===== src/hw/rtl/srsm_pkg.sv =====
// Shared types, codes and defaults for the shared ring slot manager.
// No dependencies; used by srsm_eval and shared_ring_slot_manager.
`timescale 1ns / 1ps

package srsm_pkg;

  localparam int INDEX_BITS_DEFAULT = 16;

  localparam int CFG_INDEX_BITS = 2;
  localparam int CFG_DATA_BITS  = 64;

  localparam logic [CFG_INDEX_BITS-1:0] CFG_SLOT_COUNT  = 2'd0;
  localparam logic [CFG_INDEX_BITS-1:0] CFG_SLOT_BYTES  = 2'd1;
  localparam logic [CFG_INDEX_BITS-1:0] CFG_REGION_BASE = 2'd2;

  localparam logic [15:0] SLOT_COUNT_RESET  = 16'd16;
  localparam logic [15:0] SLOT_BYTES_RESET  = 16'd64;
  localparam logic [63:0] REGION_BASE_RESET = 64'd0;

  localparam logic ACT_ENQUEUE = 1'b0;
  localparam logic ACT_DEQUEUE = 1'b1;

  localparam logic [1:0] ST_OK    = 2'd0;
  localparam logic [1:0] ST_AGAIN = 2'd1;
  localparam logic [1:0] ST_ERROR = 2'd2;

  typedef struct packed {
    logic        action;
    logic [15:0] request_length;
  } req_t;

  typedef struct packed {
    logic [1:0]  status;
    logic [63:0] slot_address;
    logic [15:0] transfer_length;
    logic [31:0] enqueued_total;
    logic [31:0] dequeued_total;
  } rsp_t;

  typedef struct packed {
    logic [15:0] slot_count;
    logic [15:0] slot_bytes;
    logic [63:0] region_base;
  } cfg_t;

  typedef struct packed {
    logic [31:0] enqueue_counter;
    logic [31:0] dequeue_counter;
  } counters_t;

endpackage


===== src/hw/rtl/srsm_eval.sv =====
// Request evaluation: checks, ring full/empty test, index advance, slot address.
// Purely combinational; depends on srsm_pkg.
`timescale 1ns / 1ps

module srsm_eval #(
  parameter int INDEX_BITS = srsm_pkg::INDEX_BITS_DEFAULT
) (
  input  srsm_pkg::req_t        req,
  input  srsm_pkg::cfg_t        cfg,
  input  logic [INDEX_BITS-1:0] write_index,
  input  logic [INDEX_BITS-1:0] read_index,
  input  srsm_pkg::counters_t   counters,
  output logic [INDEX_BITS-1:0] write_index_next,
  output logic [INDEX_BITS-1:0] read_index_next,
  output srsm_pkg::counters_t   counters_next,
  output srsm_pkg::rsp_t        rsp
);

  function automatic logic [INDEX_BITS-1:0] advance(
    input logic [INDEX_BITS-1:0] idx,
    input logic [15:0]           count
  );
    logic [15:0] n;
    n = 16'(idx) + 16'd1;
    if (n >= count) begin
      n = n - count;
    end
    return INDEX_BITS'(n);
  endfunction

  logic [INDEX_BITS-1:0] adv_write;
  logic [INDEX_BITS-1:0] adv_read;
  logic [INDEX_BITS-1:0] addr_index;
  logic [16:0]           slot_number;
  logic [32:0]           slot_offset;
  logic [63:0]           address;
  logic [15:0]           dequeue_length;

  assign adv_write      = advance(write_index, cfg.slot_count);
  assign adv_read       = advance(read_index, cfg.slot_count);
  assign addr_index     = (req.action == srsm_pkg::ACT_DEQUEUE) ? read_index : write_index;
  assign slot_number    = 17'(addr_index) + 17'd1;
  assign slot_offset    = 33'(slot_number) * 33'(cfg.slot_bytes);
  assign address        = cfg.region_base + 64'(slot_offset);
  assign dequeue_length = (req.request_length < cfg.slot_bytes) ? req.request_length
                                                                : cfg.slot_bytes;

  always_comb begin
    write_index_next    = write_index;
    read_index_next     = read_index;
    counters_next       = counters;
    rsp.status          = srsm_pkg::ST_OK;
    rsp.slot_address    = 64'd0;
    rsp.transfer_length = 16'd0;
    priority if (req.request_length == 16'd0) begin
      rsp.status = srsm_pkg::ST_ERROR;
    end else if (req.action == srsm_pkg::ACT_ENQUEUE) begin
      priority if (req.request_length > cfg.slot_bytes) begin
        rsp.status = srsm_pkg::ST_ERROR;
      end else if (adv_write == read_index) begin
        rsp.status = srsm_pkg::ST_AGAIN;
      end else begin
        rsp.slot_address              = address;
        rsp.transfer_length           = req.request_length;
        write_index_next              = adv_write;
        counters_next.enqueue_counter = counters.enqueue_counter + 32'd1;
      end
    end else begin
      priority if (read_index == write_index) begin
        rsp.status = srsm_pkg::ST_AGAIN;
      end else begin
        rsp.slot_address              = address;
        rsp.transfer_length           = dequeue_length;
        read_index_next               = adv_read;
        counters_next.dequeue_counter = counters.dequeue_counter + 32'd1;
      end
    end
    rsp.enqueued_total = counters_next.enqueue_counter;
    rsp.dequeued_total = counters_next.dequeue_counter;
  end

endmodule


===== src/hw/rtl/shared_ring_slot_manager.sv =====
// Shared ring slot manager: request register, evaluation, result register.
// A request beat is captured in the request register, then evaluated and its result captured in the result register.
// Throughput: one request per cycle while rsp_ready does not stall the result register, set by the index update and
// the 17x16 multiply-add for the slot address between the two registers.
// Reset (rst, synchronous): indices and counters cleared, registers at 16/64/0.
// Depends on srsm_pkg and srsm_eval.
`timescale 1ns / 1ps

module shared_ring_slot_manager #(
  parameter int INDEX_BITS = srsm_pkg::INDEX_BITS_DEFAULT
) (
  input  logic                                clk,
  input  logic                                rst,
  input  logic                                req_valid,
  output logic                                req_ready,
  input  srsm_pkg::req_t                      req,
  output logic                                rsp_valid,
  input  logic                                rsp_ready,
  output srsm_pkg::rsp_t                      rsp,
  input  logic                                cfg_we,
  input  logic [srsm_pkg::CFG_INDEX_BITS-1:0] cfg_index,
  input  logic [srsm_pkg::CFG_DATA_BITS-1:0]  cfg_wdata
);

  srsm_pkg::cfg_t        cfg;
  srsm_pkg::req_t        held_req;
  logic                  held_valid;
  logic [INDEX_BITS-1:0] write_index;
  logic [INDEX_BITS-1:0] read_index;
  srsm_pkg::counters_t   counters;

  logic [INDEX_BITS-1:0] write_index_next;
  logic [INDEX_BITS-1:0] read_index_next;
  srsm_pkg::counters_t   counters_next;
  srsm_pkg::rsp_t        rsp_next;
  logic                  issue;

  assign issue     = held_valid && (!rsp_valid || rsp_ready);
  assign req_ready = !held_valid || issue;

  srsm_eval #(
    .INDEX_BITS(INDEX_BITS)
  ) u_eval (
    .req              (held_req),
    .cfg              (cfg),
    .write_index      (write_index),
    .read_index       (read_index),
    .counters         (counters),
    .write_index_next (write_index_next),
    .read_index_next  (read_index_next),
    .counters_next    (counters_next),
    .rsp              (rsp_next)
  );

  always_ff @(posedge clk) begin
    if (rst) begin
      cfg.slot_count  <= srsm_pkg::SLOT_COUNT_RESET;
      cfg.slot_bytes  <= srsm_pkg::SLOT_BYTES_RESET;
      cfg.region_base <= srsm_pkg::REGION_BASE_RESET;
    end else if (cfg_we) begin
      unique case (cfg_index)
        srsm_pkg::CFG_SLOT_COUNT:  cfg.slot_count  <= cfg_wdata[15:0];
        srsm_pkg::CFG_SLOT_BYTES:  cfg.slot_bytes  <= cfg_wdata[15:0];
        srsm_pkg::CFG_REGION_BASE: cfg.region_base <= cfg_wdata;
        default: ;
      endcase
    end
  end

  always_ff @(posedge clk) begin
    if (rst) begin
      held_valid  <= 1'b0;
      rsp_valid   <= 1'b0;
      write_index <= '0;
      read_index  <= '0;
      counters    <= '0;
    end else begin
      if (req_valid && req_ready) begin
        held_valid <= 1'b1;
      end else if (issue) begin
        held_valid <= 1'b0;
      end
      if (issue) begin
        rsp_valid   <= 1'b1;
        write_index <= write_index_next;
        read_index  <= read_index_next;
        counters    <= counters_next;
      end else if (rsp_ready) begin
        rsp_valid <= 1'b0;
      end
    end
  end

  always_ff @(posedge clk) begin
    if (req_valid && req_ready) begin
      held_req <= req;
    end
    if (issue) begin
      rsp <= rsp_next;
    end
  end

endmodule


===== config.mk =====
export PLATFORM = sky130hd
export DESIGN_NAME = shared_ring_slot_manager
export DESIGN_NICKNAME = d
export VERILOG_FILES = /design/src/hw/rtl/srsm_pkg.sv /design/src/hw/rtl/srsm_eval.sv /design/src/hw/rtl/shared_ring_slot_manager.sv
export SDC_FILE = /design/constraint.sdc
export NUM_CORES = 1
export LEC_CHECK = 0
export ABC_CLOCK_PERIOD_IN_PS = 11050
export BUFFER_PORTS_ARGS = -buffer_cell sky130_fd_sc_hd__clkbuf_2
export CAP_MARGIN = 40
export CORE_ASPECT_RATIO = 1.25
export CORE_MARGIN = 2
export CORE_UTILIZATION = 62
export CTS_CLUSTER_DIAMETER = 200
export CTS_CLUSTER_SIZE = 14
export DETAILED_ROUTE_END_ITERATION = 8
export HOLD_SLACK_MARGIN = 0.1
export PLACE_DENSITY = 0.82
export SYNTH_ARGS = -nofsm -noshare
export SYNTH_HDL_FRONTEND = slang
export SYNTH_HIERARCHICAL = 1
export SYNTH_SLANG_ARGS = --single-unit

===== constraint.sdc =====
create_clock -name clk -period 11.05 [get_ports clk]
set_input_delay 1.6575 -clock clk [delete_from_list [all_inputs] [get_ports clk]]
set_output_delay 1.6575 -clock clk [all_outputs]
set_load 0.05 [all_outputs]

==> flow_metrics.env, run 1 <==
export IMPL_ir_drop_uv=111.4
export IMPL_synth_ff_type="dfxtp_1"
export IMPL_io_pins=236
export IMPL_min_path_cells=2
export IMPL_wl_um=77900
export IMPL_multi_input_area_mm2=0.01886
export IMPL_numCtsBuffers=29
export IMPL_vias=23910
export IMPL_place_congestion=0.9883
export IMPL_drive_gt1_frac=0.09954
export IMPL_cp_slowest_cell="xnor2_1"
export IMPL_finalSetupTns_ns=0
export IMPL_cts_setup_buffers=0
export IMPL_p_comb_frac=0.155
export IMPL_vias_per_cell=5.799
export IMPL_ys_async_sr_fraction=0
export IMPL_avgSynthCellArea_um2=8.965
export IMPL_worstRegToRegCells=31
export IMPL_grt_max_degree=158
export IMPL_layout_commonest_cell="nand2_1"
export IMPL_setup_viol=0
export IMPL_seqPwrFrac=0.503
export IMPL_endpoint_kind="flop"
export IMPL_final_cell_mix="nand2_1 (439), inv_1 (407), fa_1 (243)"
export IMPL_insertion_delay_ns=0.60
export IMPL_synth_cells=3401
export IMPL_path_clk_slew_ns=0.07
export IMPL_ys_types=90
export IMPL_path_common_cell="fa_1"
export IMPL_max_stage_delay_ns=0.71
export IMPL_cts_hold_repair_buffers=0
export IMPL_synth_edff_count=163
export IMPL_yosysSeqAreaShare=0.2879
export IMPL_finClkSkew_ns=0.02452
export IMPL_hold_viol_final=0
export IMPL_switching_share=0.2908
export IMPL_synthesis_nets=3896
export IMPL_power_w=0.002899
export IMPL_outcome="complete, no violations"
export IMPL_cts_tree="yes"
export IMPL_ant_nets=0
export IMPL_cp_required_ns=11.36
export IMPL_power_density_mw_per_mm2=89.66
export IMPL_dp_hpwl_um=58800
export IMPL_core_area_mm2=0.04842
export IMPL_wl_met3_um=5559
export IMPL_grt_overflow=0
export IMPL_worst_ep_arrival_time_ns=9.95
export IMPL_grt_use_total=0.3028
export IMPL_fin_nets=3949
export IMPL_initial_core_util=0.6297
export IMPL_dieArea_mm2=0.05098
export IMPL_yosysWarnings=6
export IMPL_avgRoutedWirePerCell_um=18.89
export IMPL_die_w_um=202.4
export IMPL_grt_pass1_wl_um=123300
export IMPL_cts_resized=0
export IMPL_seq_area_mm2=0.008778
export IMPL_port_buffers=235
export IMPL_drv_slew=0
export IMPL_period_needed_ns=9.642
export IMPL_drt_pass1_iter_count=8
export IMPL_rows=90
export IMPL_met2_length_um=38610
export IMPL_fp_dieH_um=251.9
export IMPL_cts_max_level=1
export IMPL_ys_seq_elements=357
export IMPL_worstHoldPathType="flop to flop"
export IMPL_worst_slew_pin_slew_ns=1.205
export IMPL_root_buffer="clkbuf_16"
export IMPL_slew_headroom=0.1970
export IMPL_netSwitchingPower_w=0.0008430
export IMPL_rsz0062_at_grt="no"
export IMPL_m1WireLength_um=29620
export IMPL_drc=0
export IMPL_highest_layer="met4"
export IMPL_intPower_w=0.002056
export IMPL_maxCapViolations=0
export IMPL_fillers=3967
export IMPL_cp_max_fo=14
export IMPL_worstSetupPathType="flop to flop"
export IMPL_clock_sinks=357
export IMPL_p_leak_nw=13.98
export IMPL_fmax_ghz=0.1037
export IMPL_area_growth_pct=6.024
export IMPL_crit_path_start_kind="flop"
export IMPL_grt_pass1_vias=23850
export IMPL_fin_crit_sh=0.8726
export IMPL_antenna_found_initial=4
export IMPL_drt_iter0_markers=2190
export IMPL_clockPowerShare=0.341
export IMPL_clockBufferDepth=3
export IMPL_syn_cell_area_mm2=0.03049
==> routing by layer <==
layer  up-vias  GRT usage
li1      11140          -
met1     11520     0.3668
met2      1016     0.5311
met3       232    0.04146
met4         0     0.1466
met5         -          0
==> synthesized netlist by cell type (all sizes together), types with 42 or more instances <==
library cell | count | share of area
nand2 | 439 | 0.054
inv | 407 | 0.050
fa | 243 | 0.16
nand2b | 201 | 0.041
dfxtp | 194 | 0.13
a21oi | 184 | 0.030
nor2 | 166 | 0.021
ha | 164 | 0.067
edfxtp | 163 | 0.16
buf | 142 | 0.032
and2 | 123 | 0.025
xnor2 | 119 | 0.034
mux2i | 116 | 0.038
clkbuf | 108 | 0.013
xor2 | 89 | 0.026
o21ai | 86 | 0.014
nand3 | 70 | 0.011
nor3 | 53 | 0.0089
nor4 | 42 | 0.0088
==> power by group through the flow <==
| stage | Clock (W) | Sequential, W | Combinational [W] |
|---|---|---|---|
| 2_1_floorplan | 0 | 0.00156 | 0.000256 |
| 4_1_cts | 0.00101 | 0.00146 | 0.000447 |
| 3_5_place_dp | 0 | 0.00149 | 0.000445 |
| 6_report | 0.000990 | 0.00146 | 0.000450 |
| 5_1_grt | 0.00105 | 0.00146 | 0.000482 |
| 3_3_place_gp | 0 | 0.00149 | 0.000437 |
==> cell families after synthesis <==
| group | share of synthesized area |
|---|---|
| mux | 0.04104 |
| fa+ha+maj | 0.2268 |
| flops | 0.2879 |
| xor+xnor | 0.06225 |
| buf+inv | 0.09524 |
| simple gates | 0.1991 |
| compound gates | 0.08765 |
==> state kept, by name, summed over array words and instances, names as in the netlist <==
name / cells
cfg: 96
counters: 64
held_req: 17
held_valid: 1
read_index: 16
rsp: 146
rsp_valid: 1
write_index: 16
==> through the flow <==
| stage | instance area [µm²] | std cells | hold slack, ns | util | setup slack (ns) |
|---|---|---|---|---|---|
| 6_report | 32330 | 4123 | 0.4542 | 0.6676 | 1.408 |
| 5_1_grt | 32330 | 4123 | 0.4772 | 0.6676 | 0.9220 |
| 4_1_cts | 32320 | 4120 | 0.4561 | 0.6675 | 1.536 |
| 3_5_place_dp | 31490 | 4067 | 0.4469 | 0.6504 | 1.585 |
| 3_3_place_gp | 31400 | 4061 | 0.4428 | 0.6484 | 1.926 |
| 2_1_floorplan | 30490 | 3401 | 0.4351 | - | 1.884 |
==> final cells by class <==
cell class              count  area share
inverters                 407     0.04726
multi-input cells        2387      0.5833
well taps                 644     0.02493
diodes                      3   0.0002322
repair buffers            272     0.04718
flip-flops and latches    357      0.2715
clock inverters             2   0.0005419
clock buffers              51     0.02500
==> path summary, 6_finish.rpt <==
path,to,from,slack (ns)
hold reg to reg,cfg[32]$_SDFFE_PP0P_,cfg[32]$_SDFFE_PP0P_,0.45
setup reg to reg,rsp[135]$_DFFE_PP_,read_index[0]$_SDFFE_PP0P_,1.41
hold / removal,cfg[32]$_SDFFE_PP0P_,cfg[32]$_SDFFE_PP0P_,0.45
setup / recovery,rsp[135]$_DFFE_PP_,read_index[0]$_SDFFE_PP0P_,1.41
==> worst max-delay path, delay by kind of cell, from the launching register on <==
kind	cells	cell delay, ns
buffers and inverters	5	0.74
and+or+nand+nor	11	1.70
DFF	1	0.44
AOI/OAI and AO/OA	4	1.22
muxes	1	0.56
adders and majority gates	8	3.77
xor gates and xnor gates	2	0.89
(Power assumes the default switching activity.)
==> inputs of run 2 (changes only) <==
--- a/config.mk
+++ b/config.mk
@@ -6,16 +6,17 @@
 export NUM_CORES = 1
 export LEC_CHECK = 0
 export ABC_CLOCK_PERIOD_IN_PS = 11050
-export BUFFER_PORTS_ARGS = -buffer_cell sky130_fd_sc_hd__clkbuf_2
 export CAP_MARGIN = 40
 export CORE_ASPECT_RATIO = 1.25
 export CORE_MARGIN = 2
-export CORE_UTILIZATION = 62
+export CORE_UTILIZATION = 65
 export CTS_CLUSTER_DIAMETER = 200
 export CTS_CLUSTER_SIZE = 14
 export DETAILED_ROUTE_END_ITERATION = 8
+export DONT_BUFFER_PORTS = 1
 export HOLD_SLACK_MARGIN = 0.1
-export PLACE_DENSITY = 0.82
+export PLACE_DENSITY = 0.81
+export RECOVER_POWER = 50
 export SYNTH_ARGS = -nofsm -noshare
 export SYNTH_HDL_FRONTEND = slang
 export SYNTH_HIERARCHICAL = 1
==> run 2 against run 1 <==
  * The run now ends with capacitance limit, slew limit left
  * Core utilization rose by 0.28 points
  * Non-clock buffer count fell by 235
  * Sequential power rose by 6%
  * Critical endpoint is now rsp[126]$_DFFE_PP_
  * Largest power group unchanged
==> flow_metrics.env, run 2 (synthesized netlist as in run 1, its figures left out) <==
export IMPL_power_w=0.002846
export IMPL_maxCapViolations=5
export IMPL_rrSetupSlack_ns=1.29
export IMPL_rsz0062_at_grt="no"
export IMPL_cp_required_ns=11.37
export IMPL_seq_area_mm2=0.008778
export IMPL_highest_layer="met4"
export IMPL_m1WireLength_um=30560
export IMPL_wl_um=80560
export IMPL_avgRoutedWirePerCell_um=21.04
export IMPL_max_stage_delay_ns=0.62
export IMPL_switching_share=0.2852
export IMPL_insertion_delay_ns=0.61
export IMPL_hold_viol_final=0
export IMPL_finClkSkew_ns=0.01882
export IMPL_cp_max_fo=44
export IMPL_wl_met3_um=6817
export IMPL_antenna_found_initial=4
export IMPL_fp_dieH_um=246.2
export IMPL_met2_length_um=39430
export IMPL_finalSetupTns_ns=0
export IMPL_setup_viol=0
export IMPL_fin_area_mm2=0.03100
export IMPL_endpoint_kind="flop"
export IMPL_place_area_mm2=0.03027
export IMPL_outcome="complete, but fails checks"
export IMPL_grt_pass1_wl_um=127400
export IMPL_clockPowerShare=0.346
export IMPL_grt_max_degree=293
export IMPL_core_area_mm2=0.04624
export IMPL_cp_slowest_cell="fa_1"
export IMPL_drt_pass1_iter_count=6
export IMPL_fillers=3694
export IMPL_cts_max_level=1
export IMPL_worst_ep_arrival_time_ns=10.09
export IMPL_final_cells=3829
export IMPL_cts_resized=0
export IMPL_vias_per_cell=6.144
export IMPL_path_common_cell="fa_1"
export IMPL_netSwitchingPower_w=0.0008117
export IMPL_drt_iter0_markers=2121
export IMPL_worstSetupPathType="flop to flop"
export IMPL_layout_commonest_cell="nand2_1"
export IMPL_fin_crit_sh=0.8836
export IMPL_clockBufferDepth=3
export IMPL_period_needed_ns=9.764
export IMPL_ant_nets=0
export IMPL_die_w_um=197.7
export IMPL_fin_nets=3714
export IMPL_seqPwrFrac=0.545
export IMPL_r2r_start="held_req[16]$_DFFE_PP_"
export IMPL_cts_hold_repair_buffers=0
export IMPL_area_growth_pct=1.683
export IMPL_drv_slew=254
export IMPL_critPathCapture="rsp[126]$_DFFE_PP_"
export IMPL_failed_checks="capacitance limit, slew limit"
export IMPL_grt_use_total=0.3333
export IMPL_power_density_mw_per_mm2=91.81
export IMPL_root_buffer="clkbuf_16"
export IMPL_largest_reg_flops=146
export IMPL_dieArea_mm2=0.04867
export IMPL_dpl_cell_count=3773
export IMPL_critical_path_startpoint="held_req[16]$_DFFE_PP_"
export IMPL_cts_tree="yes"
export IMPL_intPower_w=0.002035
export IMPL_dp_hpwl_um=59260
export IMPL_initial_core_util=0.6593
export IMPL_r2r_end="rsp[126]$_DFFE_PP_"
export IMPL_grt_pass1_vias=23700
export IMPL_post_route_util=0.6704
export IMPL_worst_slew_pin_slew_ns=3.914
export IMPL_largestRegisters="rsp x146, cfg x96, counters x64"
export IMPL_cts_setup_buffers=0
export IMPL_largest_register="rsp"
export IMPL_worstHoldPathType="flop to flop"
export IMPL_worstRegToRegCells=33
export IMPL_path_clk_slew_ns=0.08
export IMPL_grt_overflow=0
export IMPL_rows=88
export IMPL_final_cell_mix="nand2_1 (439), inv_1 (407), fa_1 (243)"
export IMPL_ir_drop_uv=114.6
export IMPL_port_buffers=0
export IMPL_clock_sinks=357
export IMPL_drc=0
export IMPL_multi_input_area_mm2=0.01884
export IMPL_io_pins=236
export IMPL_place_congestion=0.9669
export IMPL_fmax_ghz=0.1024
export IMPL_p_comb_frac=0.108
export IMPL_slew_headroom=-1.609
export IMPL_numCtsBuffers=29
export IMPL_drive_gt1_frac=0.03086
export IMPL_vias=23530
export IMPL_crit_path_start_kind="flop"
export IMPL_p_leak_nw=12.96
## run 2: cell types whose count changed in the layout (fill, tap and decap cells not counted), sizes merged
cell / before / now
diode: 3 / 4
clkdlybuf4s18: 0 / 1
clkbuf: 285 / 58
buf: 38 / 28
## run 2: worst max-delay path, delay by kind of cell (launching register included)
family / cells / cell delay (ns)
adder cells (fa/ha/maj): 8 / 3.80
AND/OR/NAND/NOR: 8 / 1.66
AO/OA/AOI/OAI: 7 / 1.59
buffers and inverters: 7 / 1.44
flip-flops: 1 / 0.34
XOR/XNOR: 2 / 0.32
multiplexers: 1 / 0.31
## run 2: stage by stage
stage          setup slack (ns)  hold slack [ns]
6_report                  1.286           0.4545
5_1_grt                  0.8233           0.4752
3_5_place_dp              1.502           0.4456
3_3_place_gp              1.494           0.4435
4_1_cts                   1.457           0.4548
2_1_floorplan             1.884           0.4351
## run 2: final cells by class
class                   instances  area share
clock buffers                  50     0.02595
inverters                     407     0.04928
well taps                     585     0.02361
repair buffers                 37    0.009121
flip-flops and latches        357      0.2831
diodes                          4   0.0003229
clock inverters                 2   0.0009282
multi-input cells            2387      0.6077
## run 2: power groups by stage
stage | registers, W | logic, W | clock network [W]
floorplan | 0.00156 | 0.000256 | 0
global placement | 0.00158 | 0.000288 | 0
detailed placement | 0.00158 | 0.000303 | 0
CTS | 0.00155 | 0.000306 | 0.00101
global route | 0.00156 | 0.000337 | 0.00106
finish | 0.00155 | 0.000308 | 0.000986
## run 2: worst min-delay path by stage
stage,cells after the start,startpoint,slack [ns],end
5_1_grt,2,cfg[9]$_SDFFE_PP0P_,0.48,cfg[9]$_SDFFE_PP0P_
2_1_floorplan,2,cfg[65]$_SDFFE_PP0P_,0.44,cfg[65]$_SDFFE_PP0P_
4_1_cts,2,cfg[94]$_SDFFE_PP0P_,0.45,cfg[94]$_SDFFE_PP0P_
3_5_place_dp,2,cfg[94]$_SDFFE_PP0P_,0.45,cfg[94]$_SDFFE_PP0P_
6_report,2,cfg[15]$_SDFFE_PP0P_,0.45,cfg[15]$_SDFFE_PP0P_
3_3_place_gp,2,cfg[12]$_SDFFE_PP0P_,0.44,cfg[12]$_SDFFE_PP0P_
## run 2: layer usage
| metal | global-route usage | up-vias |
|---|---|---|
| li1 | - | 10660 |
| met1 | 0.4136 | 11440 |
| met2 | 0.5668 | 1151 |
| met3 | 0.05845 | 274 |
| met4 | 0.1533 | 0 |
| met5 | 0 | - |
